--- config.mk ---
export PLATFORM = sky130hd
export DESIGN_NAME = epoch_seconds_to_calendar_core
export DESIGN_NICKNAME = d
export VERILOG_FILES = /design/src/rtl/esc_pkg.sv /design/src/rtl/epoch_seconds_to_calendar_core.sv
export SDC_FILE = /design/constraint.sdc
export NUM_CORES = 2
export LEC_CHECK = 0
export BUFFER_PORTS_ARGS = -buffer_cell sky130_fd_sc_hd__buf_4
export CAP_MARGIN = 0
export CORE_ASPECT_RATIO = 0.6
export CORE_MARGIN = 2
export CORE_UTILIZATION = 40
export DETAILED_ROUTE_END_ITERATION = 16
export PLACE_DENSITY = 0.62
export SYNTH_ARGS = -nofsm -noshare
export SYNTH_HDL_FRONTEND = slang
export SYNTH_SLANG_ARGS = --single-unit
--- constraint.sdc ---
create_clock -name clk -period 10.9 [get_ports clk]
set_input_delay 1.09 -clock clk [delete_from_list [all_inputs] [get_ports clk]]
set_output_delay 1.09 -clock clk [all_outputs]
set_load 0.05 [all_outputs]
--- src/rtl/esc_pkg.sv ---
// constants and helpers for the epoch seconds to calendar converter
// no dependencies; imported by epoch_seconds_to_calendar_core
package esc_pkg;

    // seconds per day is 128 * 675, the factor 675 is done by reciprocal
    localparam int unsigned DAY_SHIFT       = 7;
    localparam logic [9:0]  DAY_DIV         = 10'd675;
    localparam logic [25:0] DAY_RECIP       = 26'd50903317;
    localparam int unsigned DAY_RECIP_SHIFT = 35;

    localparam logic [8:0]  DAYS_PER_YEAR    = 9'd365;
    localparam logic [16:0] YEAR_RECIP       = 17'd91930;
    localparam int unsigned YEAR_RECIP_SHIFT = 25;

    localparam logic [2:0]  DAYS_PER_WEEK    = 3'd7;
    localparam logic [16:0] WEEK_RECIP       = 17'd74899;
    localparam int unsigned WEEK_RECIP_SHIFT = 19;
    localparam logic [16:0] EPOCH_WEEKDAY    = 17'd4;

    // seconds per hour is 16 * 225
    localparam logic [13:0] HOUR_RECIP       = 14'd9321;
    localparam int unsigned HOUR_RECIP_SHIFT = 21;
    localparam logic [11:0] SECS_PER_HOUR    = 12'd3600;

    // seconds per minute is 4 * 15
    localparam logic [10:0] MIN_RECIP        = 11'd1093;
    localparam int unsigned MIN_RECIP_SHIFT  = 14;
    localparam logic [5:0]  SECS_PER_MIN     = 6'd60;

    // year offsets from 1970, and 1970 as an offset from 1900
    localparam logic [7:0]  BASE_YEAR_OFFSET = 8'd70;
    localparam logic [7:0]  YEAR_2100_OFFSET = 8'd130;
    localparam logic [7:0]  AFTER_2100_OFFSET = 8'd131;
    localparam logic [1:0]  LEAP_PHASE       = 2'd2;

    localparam int unsigned NUM_MONTHS = 12;

    // first day of year (from 0) of each month
    function automatic logic [8:0] month_start(input logic [3:0] mon, input logic leap);
        logic [8:0] base;
        begin
            unique case (mon)
                4'd0:    base = 9'd0;
                4'd1:    base = 9'd31;
                4'd2:    base = 9'd59;
                4'd3:    base = 9'd90;
                4'd4:    base = 9'd120;
                4'd5:    base = 9'd151;
                4'd6:    base = 9'd181;
                4'd7:    base = 9'd212;
                4'd8:    base = 9'd243;
                4'd9:    base = 9'd273;
                4'd10:   base = 9'd304;
                4'd11:   base = 9'd334;
                default: base = 9'd0;
            endcase
            if (leap && mon >= 4'd2)
            begin
                base = base + 9'd1;
            end
            return base;
        end
    endfunction

endpackage

--- src/rtl/epoch_seconds_to_calendar_core.sv ---
// epoch seconds to gregorian date and time, seven register stages
// depends on esc_pkg for reciprocal constants and the month start table
//
//  channel | signals                                  | dir
//  --------+------------------------------------------+-----
//  time    | time_valid, time_ready, epoch_seconds    | in
//  date    | date_valid, date_ready, date/time fields | out
//
// one request per cycle while no result waits untaken at the output; the stages
// follow the chain of reciprocal multiplies (day, year, hour,
// minute) with a register after each product, plus the month compare stage
// the whole pipe holds while a result waits at the output and it is not taken
// reset clears only the stage valid bits

module epoch_seconds_to_calendar_core (
    input  logic        clk,
    input  logic        rst_n,
    input  logic        time_valid,
    output logic        time_ready,
    input  logic [31:0] epoch_seconds,
    output logic        date_valid,
    input  logic        date_ready,
    output logic [7:0]  years_since_1900,
    output logic [3:0]  month_index,
    output logic [4:0]  day_of_month,
    output logic [4:0]  hour_of_day,
    output logic [5:0]  minute_of_hour,
    output logic [5:0]  second_of_minute,
    output logic [2:0]  weekday,
    output logic [8:0]  day_of_year
);
    import esc_pkg::*;

    logic en;

    // stage 1: days reciprocal product
    logic        v1_reg;
    logic [24:0] x1_reg;
    logic [6:0]  lo1_reg;
    logic [50:0] prod1_reg;
    logic [50:0] prod1_next;

    // stage 2
    logic        v2_reg;
    logic [15:0] days2;
    logic [24:0] rem_wide2;
    logic [15:0] days2_reg;
    logic [16:0] tod2_reg, tod2_next;
    logic [16:0] wv2_reg, wv2_next;
    logic [33:0] prodw2_reg, prodw2_next;
    logic [32:0] prody2_reg, prody2_next;

    // stage 3
    logic        v3_reg;
    logic [14:0] wq3;
    logic [16:0] wdiff3;
    logic [15:0] days3_reg;
    logic [7:0]  yo3_reg, yo3_next;
    logic [2:0]  wday3_reg, wday3_next;
    logic [16:0] tod3_reg;
    logic [25:0] prodh3_reg, prodh3_next;

    // stage 4
    logic        v4_reg;
    logic [5:0]  leaps4;
    logic [16:0] ystart4;
    logic [16:0] hsecs4;
    logic signed [17:0] d4_reg, d4_next;
    logic [7:0]  yo4_reg;
    logic [2:0]  wday4_reg;
    logic [4:0]  hour4_reg, hour4_next;
    logic [11:0] s4_reg, s4_next;

    // stage 5
    logic        v5_reg;
    logic        neg5;
    logic [17:0] doy_wide5;
    logic [8:0]  doy5_reg;
    logic [7:0]  yo5_reg, yo5_next;
    logic        leap5_reg, leap5_next;
    logic [2:0]  wday5_reg;
    logic [4:0]  hour5_reg;
    logic [11:0] s5_reg;
    logic [19:0] prodm5_reg, prodm5_next;

    // stage 6
    logic        v6_reg;
    logic [11:0] msecs6;
    logic [11:0] sdiff6;
    logic [8:0]  doy6_reg;
    logic [3:0]  mon6_reg, mon6_next;
    logic        leap6_reg;
    logic [7:0]  yo6_reg;
    logic [2:0]  wday6_reg;
    logic [4:0]  hour6_reg;
    logic [5:0]  min6_reg, min6_next;
    logic [5:0]  sec6_reg, sec6_next;

    // output stage
    logic        out_valid_reg;
    logic [7:0]  years_reg;
    logic [3:0]  mon_reg;
    logic [4:0]  dom_reg, dom_next;
    logic [4:0]  hour_reg;
    logic [5:0]  min_reg;
    logic [5:0]  sec_reg;
    logic [2:0]  wday_reg;
    logic [8:0]  doy_reg;

    // pipe advances unless a result sits unaccepted at the output
    assign en         = !out_valid_reg || date_ready;
    assign time_ready = en;

    // stage 1
    assign prod1_next = 51'(epoch_seconds[31:DAY_SHIFT]) * 51'(DAY_RECIP);

    // stage 2
    assign days2       = prod1_reg[50:DAY_RECIP_SHIFT];
    assign rem_wide2   = x1_reg - 25'(26'(days2) * 26'(DAY_DIV));
    assign tod2_next   = {rem_wide2[9:0], lo1_reg};
    assign wv2_next    = 17'(days2) + EPOCH_WEEKDAY;
    assign prodw2_next = 34'(wv2_next) * 34'(WEEK_RECIP);
    assign prody2_next = 33'(days2) * 33'(YEAR_RECIP);

    // stage 3
    assign yo3_next    = prody2_reg[32:YEAR_RECIP_SHIFT];
    assign wq3         = prodw2_reg[33:WEEK_RECIP_SHIFT];
    assign wdiff3      = wv2_reg - 17'(wq3 * 17'(DAYS_PER_WEEK));
    assign wday3_next  = wdiff3[2:0];
    assign prodh3_next = 26'(tod2_reg[16:4]) * 26'(HOUR_RECIP);

    // stage 4: leap days in years before this one, 2100 is not leap
    assign leaps4     = 6'((9'(yo3_reg) + 9'd1) >> 2)
                        - 6'(yo3_reg >= AFTER_2100_OFFSET);
    assign ystart4    = 17'(yo3_reg) * 17'(DAYS_PER_YEAR) + 17'(leaps4);
    assign d4_next    = $signed({2'b00, days3_reg}) - $signed({1'b0, ystart4});
    assign hour4_next = prodh3_reg[25:HOUR_RECIP_SHIFT];
    assign hsecs4     = 17'(hour4_next) * 17'(SECS_PER_HOUR);
    assign s4_next    = 12'(tod3_reg - hsecs4);

    // stage 5: one step back when the year guess was late
    assign neg5        = d4_reg[17];
    assign yo5_next    = neg5 ? (yo4_reg - 8'd1) : yo4_reg;
    assign leap5_next  = (yo5_next[1:0] == LEAP_PHASE) && (yo5_next != YEAR_2100_OFFSET);
    assign doy_wide5   = neg5 ? (18'(d4_reg) + 18'(DAYS_PER_YEAR) + 18'(leap5_next))
                              : 18'(d4_reg);
    assign prodm5_next = 20'(s4_reg[11:2]) * 20'(MIN_RECIP);

    // stage 6
    assign min6_next = prodm5_reg[19:MIN_RECIP_SHIFT];
    assign msecs6    = 12'(min6_next) * 12'(SECS_PER_MIN);
    assign sdiff6    = s5_reg - msecs6;
    assign sec6_next = sdiff6[5:0];

    // month is the number of month starts at or below the day of year
    always_comb
    begin
        logic [3:0] cnt;
        cnt = 4'd0;
        for (int k = 1; k < NUM_MONTHS; k++)
        begin
            cnt = cnt + 4'(doy5_reg >= month_start(4'(k), leap5_reg));
        end
        mon6_next = cnt;
    end

    // output stage
    assign dom_next = 5'(doy6_reg - month_start(mon6_reg, leap6_reg) + 9'd1);

    always_ff @(posedge clk or negedge rst_n)
    begin
        if (!rst_n)
        begin
            v1_reg        <= 1'b0;
            v2_reg        <= 1'b0;
            v3_reg        <= 1'b0;
            v4_reg        <= 1'b0;
            v5_reg        <= 1'b0;
            v6_reg        <= 1'b0;
            out_valid_reg <= 1'b0;
        end
        else if (en)
        begin
            v1_reg        <= time_valid;
            v2_reg        <= v1_reg;
            v3_reg        <= v2_reg;
            v4_reg        <= v3_reg;
            v5_reg        <= v4_reg;
            v6_reg        <= v5_reg;
            out_valid_reg <= v6_reg;
        end
    end

    always_ff @(posedge clk)
    begin
        if (en)
        begin
            x1_reg     <= epoch_seconds[31:DAY_SHIFT];
            lo1_reg    <= epoch_seconds[DAY_SHIFT-1:0];
            prod1_reg  <= prod1_next;

            days2_reg  <= days2;
            tod2_reg   <= tod2_next;
            wv2_reg    <= wv2_next;
            prodw2_reg <= prodw2_next;
            prody2_reg <= prody2_next;

            days3_reg  <= days2_reg;
            yo3_reg    <= yo3_next;
            wday3_reg  <= wday3_next;
            tod3_reg   <= tod2_reg;
            prodh3_reg <= prodh3_next;

            d4_reg     <= d4_next;
            yo4_reg    <= yo3_reg;
            wday4_reg  <= wday3_reg;
            hour4_reg  <= hour4_next;
            s4_reg     <= s4_next;

            doy5_reg   <= doy_wide5[8:0];
            yo5_reg    <= yo5_next;
            leap5_reg  <= leap5_next;
            wday5_reg  <= wday4_reg;
            hour5_reg  <= hour4_reg;
            s5_reg     <= s4_reg;
            prodm5_reg <= prodm5_next;

            doy6_reg   <= doy5_reg;
            mon6_reg   <= mon6_next;
            leap6_reg  <= leap5_reg;
            yo6_reg    <= yo5_reg;
            wday6_reg  <= wday5_reg;
            hour6_reg  <= hour5_reg;
            min6_reg   <= min6_next;
            sec6_reg   <= sec6_next;

            years_reg  <= yo6_reg + BASE_YEAR_OFFSET;
            mon_reg    <= mon6_reg;
            dom_reg    <= dom_next;
            hour_reg   <= hour6_reg;
            min_reg    <= min6_reg;
            sec_reg    <= sec6_reg;
            wday_reg   <= wday6_reg;
            doy_reg    <= doy6_reg + 9'd1;
        end
    end

    assign date_valid       = out_valid_reg;
    assign years_since_1900 = years_reg;
    assign month_index      = mon_reg;
    assign day_of_month     = dom_reg;
    assign hour_of_day      = hour_reg;
    assign minute_of_hour   = min_reg;
    assign second_of_minute = sec_reg;
    assign weekday          = wday_reg;
    assign day_of_year      = doy_reg;

`ifndef SYNTH
    // a waiting result must hold the whole pipe
    a_stall_blocks_input: assert property (@(posedge clk) disable iff (!rst_n)
        (date_valid && !date_ready) |-> !time_ready)
        else $error("request taken while result stalled");

    // year guess is never more than one year late
    a_year_guess: assert property (@(posedge clk) disable iff (!rst_n)
        v4_reg |-> (d4_reg >= -18'sd366 && d4_reg <= 18'sd364))
        else $error("day of year estimate out of range");

    // corrected day of year fits the year found
    a_doy_fits: assert property (@(posedge clk) disable iff (!rst_n)
        v5_reg |-> (doy5_reg <= 9'd364 || (leap5_reg && doy5_reg == 9'd365)))
        else $error("day of year past end of year");

    a_date_fields: assert property (@(posedge clk) disable iff (!rst_n)
        date_valid |-> (month_index <= 4'd11 && day_of_month != 5'd0
                        && weekday <= 3'd6 && hour_of_day <= 5'd23))
        else $error("result field out of range");
`endif

endmodule

; ---- Yosys cells after proc, flatten, opt, wreduce, memory -nomap -nowiden
; Memory sizes are Yosys's and may differ from the RTL's. A register that Yosys moved wholly into a read port is not among the register bits.
; Index checks and enable logic that the tools add are counted.
[totals]
mem_count = 1
romBits = 144
regBits = 428
input_bits = 36
[mem_list]
columns = memory, words, word_bits, read_ports, rd_clocked_by_memory_dff, write_ports, line_no
row1 = (name not given), 16, 9, 1, 1, 0, esc_pkg.sv:42  ; unique case (mon)
[op_classes]
eq_ne = 2
n_addsub = 27
n_reduce_logical = 4
n_lt_le_gt_ge = 13
multipliers = 10
muxes = 14
[op_table]
columns = op, n
row1 = multiplier 25 x 26 -> 51 bit (second input constant), 1
row2 = greater-or-equal comparator 9 x 8 -> 1 bit, 4
row3 = multiplier 17 x 17 -> 34 bit (second input constant), 1
row4 = multiplier 16 x 16 -> 32 bit (second input constant), 1
row5 = adder 4 x 1 -> 4 bit, 7
row6 = greater-or-equal comparator 9 bit, 3
row7 = multiplier 13 x 14 -> 26 bit (second input constant), 1
row8 = multiplier 10 x 11 -> 20 bit (second input constant), 1
row9 = greater-or-equal comparator 9 x 7 -> 1 bit, 2
row10 = subtractor 16 x 17 -> 18 bit, 1
row11 = adder 16 x 3 -> 17 bit (second input constant), 1
row12 = adder 17 x 6 -> 17 bit, 1
row13 = multiplier 8 x 9 -> 17 bit (second input constant), 1
row14 = multiplier 16 x 10 -> 10 bit (second input constant), 1
row15 = multiplier 15 x 3 -> 3 bit (second input constant), 1
row16 = subtractor 12 bit, 1
row17 = adder 5 x 1 -> 5 bit (second input constant), 2
row18 = subtractor 10 bit, 1
row19 = adder 9 x 1 -> 9 bit, 1
row20 = adder 9 x 1 -> 9 bit (second input constant), 1
row21 = adder 9 bit (second input constant), 1
row22 = greater-or-equal comparator 9 x 5 -> 1 bit (second input constant), 1
row23 = greater-or-equal comparator 9 x 6 -> 1 bit, 1
row24 = two-way mux 9 bit, 1
row25 = 25 further kinds, 33

; ---- Depth between registers and ports, before layout
[logic_depth]
word_depth = 13
depth_mapped = 32

; ---- Worst setup path before layout
; No wires, ideal clock.
[synth_path]
path_type = input -> register
startpoint = input port date_ready
endpoint = register (tool-made name)
path_buffers = 2
required_ns = 10.783
setup_time_ns = 0.117
t_arrival_ns = 11.826
stages = 7
slack_ns = -1.043
cell_sequence = nand2b_1 -> clkbuf_1 -> clkbuf_1 -> mux2i_1 -> ha_1 -> mux2i_1 -> a22o_1
[synth_lines]
columns = element, line_no
row1 = start: declaration, epoch_seconds_to_calendar_core.sv:22  ; input logic date_ready,

; ---- Worst setup path in the final report
[layout_path]
startpoint = register yo3_reg[1]
endpoint = register d4_reg[17], data pin
[layout_via]
elab_chain_cells = 4
word_cells_on_any_way = 6
cone_classes = add/sub (4) / mul (1) / order compare (1)
[layout_rtl]
columns = element, line_no
row1 = start: declaration, epoch_seconds_to_calendar_core.sv:58  ; logic [7:0] yo3_reg, yo3_next;
row2 = start signal: assignment, epoch_seconds_to_calendar_core.sv:209  ; yo3_reg <= yo3_next;
row3 = branches (longest 2 deep; another with multiplier 8 x 9 -> 17 bit), n/a
row4 = adder 17 x 6 -> 17 bit *, epoch_seconds_to_calendar_core.sv:135  ; assign ystart4 = 17'(yo3_reg) * 17'(DAYS_PER_YEAR) + 17'(leaps4);
row5 = subtractor 16 x 17 -> 18 bit *, epoch_seconds_to_calendar_core.sv:136  ; assign d4_next = $signed({2'b00, days3_reg}) - $signed({1'b0, ystart4});
row6 = net d4_next[17], epoch_seconds_to_calendar_core.sv:68  ; logic signed [17:0] d4_reg, d4_next;
row7 = end signal: assignment, epoch_seconds_to_calendar_core.sv:214  ; d4_reg <= d4_next;
row8 = end: declaration, epoch_seconds_to_calendar_core.sv:68
; Mark *: on every way through the listed nets, which the timed path passes.
; A chain may end at the register's enable or synchronous reset.

==> impl_metrics.ini <==
[yosys]
synth_edf_count = 286
ys_warn_count = 0
yosysMostFrequentCell = ha_1
yosysTopAreaCell = ha_1
synth_top_area_share = 0.2773
yosys_register_bits = 298
ys_types = 73
synth_fa_ha_area_frac = 0.5144
synth_ff_type = edfxtp_1
syn_inst = 2969
ys_top_cells_by_area = ha_1, edfxtp_1, fa_1
synth_compound_area_frac = 0.05981
syn_avg_cell_area_sq_um = 11.55
syn_nets = 4171
muxShareOfSynthArea = 0.004999
ys_seq_area_frac = 0.2585
synth-xor-area-share = 0.04163
synth_area_sq_mm = 0.03429
netlist_top_cells_count = ha_1, inv_1, fa_1, edfxtp_1, xnor2_1
synth_top_family_by_area = adder cells
synthArstFlopShare = 0.02349
synthSimpleGateAreaFrac = 0.03955

[clock_tree]
clockRootBuffer = clkbuf_16
cts_hold_repair.buffers = 0
htree_levels = 1
cts_sinks = 298
cts-buffers-inserted = 30
cts_setup_buffers = 0
cts_buffer_depth = 3
path_clk_slew_ns = 0.07
ctsResizeCount = 0
cts_tree = done
worstSkewPairLatency_ns = 0.62

[global_route]
antenna_found_initial = 1
grt_pass1_vias = 20210
grt_max_degree = 136
grt_overflow_total = 0
grt_use_total = 0.1659
grt_pass1_wl_um = 114900

[worst_setup_path]
crit_fanout = 8
end_kind = register
worst_path_most_repeated_cell = ha_1
cp_top_family = adder cells
cp-start-kind = register
arrival_ns = 7.29
r2r-start = yo3_reg[1]
worstPathRequired_ns = 11.25
ff2ff_setup_slack_ns = 3.96
crit_path_max_incr_delay_ns = 0.66
worstRegToRegCells = 31
crit_buf_inv = 4
worstSetupPathType = reg -> reg
path_depth = 31
cp_slowest_cell = edfxtp_1
r2r-end = d4_reg[17]

[finish]
area_delta_synth_final_pct = 9.283
instances_no_fill = 4252
layout-drive-gt1-share = 0.05539
multi_input_area_sq_mm = 0.02265
largest_register_ffs = 17
antenna_cells = 0
fillers = 7927
seqCellArea_sq_mm = 0.008864
fin_nets = 4283
final_util = 0.4395

[floorplanning]
die_w_um = 382.0
die-area_sq_mm = 0.08816
fp.dieH_um = 230.8
std_cell_rows = 83
start_util = 0.4022
ios = 84
core_sq_mm = 0.08526

[place]
placed_cells = 4196
portBuffers = 83
place_congestion = 0.9453
dp_hpwl_um = 60050

[routing]
drt-total-wl_um = 71110
wire_per_inst_um = 16.72
postRouteAntennaNets = 0
dr.pass1.iters = 7
vias_per_cell = 4.799
drc_errors = 0
num_vias = 20400
drt_iter0_markers = 1282

[timing]
setup_tns_ns = 0
timing.final.crit_share = 0.6366
min_period_ns = 6.939
finalHoldViolCount = 0
rsz0062_at_grt = false
worstMarginPinSlew_ns = 1.075
worst_clock_skew_ns = 0.02802
finalMaxSlewViolations = 0
max_freq_mhz = 144.1
setup_viol = 0
maxSlewHeadroom = 0.2815

[outcome]
run_status = completed

[run]
maxCapViolCount = 0

[worst_hold_path]
hold_path_class = in -> async
[worst max-delay path by stage]
stage / from / endpoint
global placement: epoch_seconds[18] / prod1_reg[50]
finish: yo3_reg[1] / d4_reg[17]
floorplan: date_ready / register
detailed placement: epoch_seconds[18] / prod1_reg[50]
CTS: yo3_reg[0] / d4_reg[17]
global route: yo3_reg[0] / d4_reg[17]
[cell type report]
| cell class | count | area share |
|---|---|---|
| repair buffers | 92 | 0.01877 |
| multi-input cells | 1930 | 0.6045 |
| clock buffers | 32 | 0.02023 |
| inverters | 729 | 0.07302 |
| well taps | 1147 | 0.03830 |
| flip-flops and latches | 298 | 0.2365 |
| clock inverters | 24 | 0.008681 |
[layer usage]
metal,wire (um),global-route usage,vias to the layer above,part of all wire
li1,-,-,10050,-
met1,39140,0.2786,9841,0.55
met2,25270,0.2073,464,0.36
met3,5987,0.04589,50,0.084
met4,714,0.02067,0,0.010
met5,0,0,-,0
[placed cells by master, fill, tap and decap left out, types with 25 or more instances in the layout]
cell type and instances:
ha_1 760, nor2_1 61, a21o_1 52, a21oi_1 89
xor2_1 51, nand3_1 31, fa_1 406, o21ai_0 59
clkbuf_16 30, edfxtp_1 286, nand2_1 62, xnor2_1 112
nor3_1 25, buf_4 91, inv_1 729
[stage by stage]
stage	setup WS [ns]	hold slack (ns)	instance area (sq um)
after floorplan	4.096	0.4003	34290
after global placement	3.624	0.4012	36390
after detailed placement	3.648	0.4045	36390
after CTS	3.988	0.2381	37470
after global routing	3.344	0.2613	37470
final	3.961	0.2901	37470
[logic make-up after synthesis]
group                    after synthesis
adder cells (fa/ha/maj)             1166
buffers and inverters                741
flip-flops                           298
XOR/XNOR                             163
multiplexers                          16
AND/OR/NAND/NOR                      272
AO/OA/AOI/OAI                        313
Power is not shown: default switching activity piles up to over one toggle a cycle in this logic, so the estimate is an artifact.
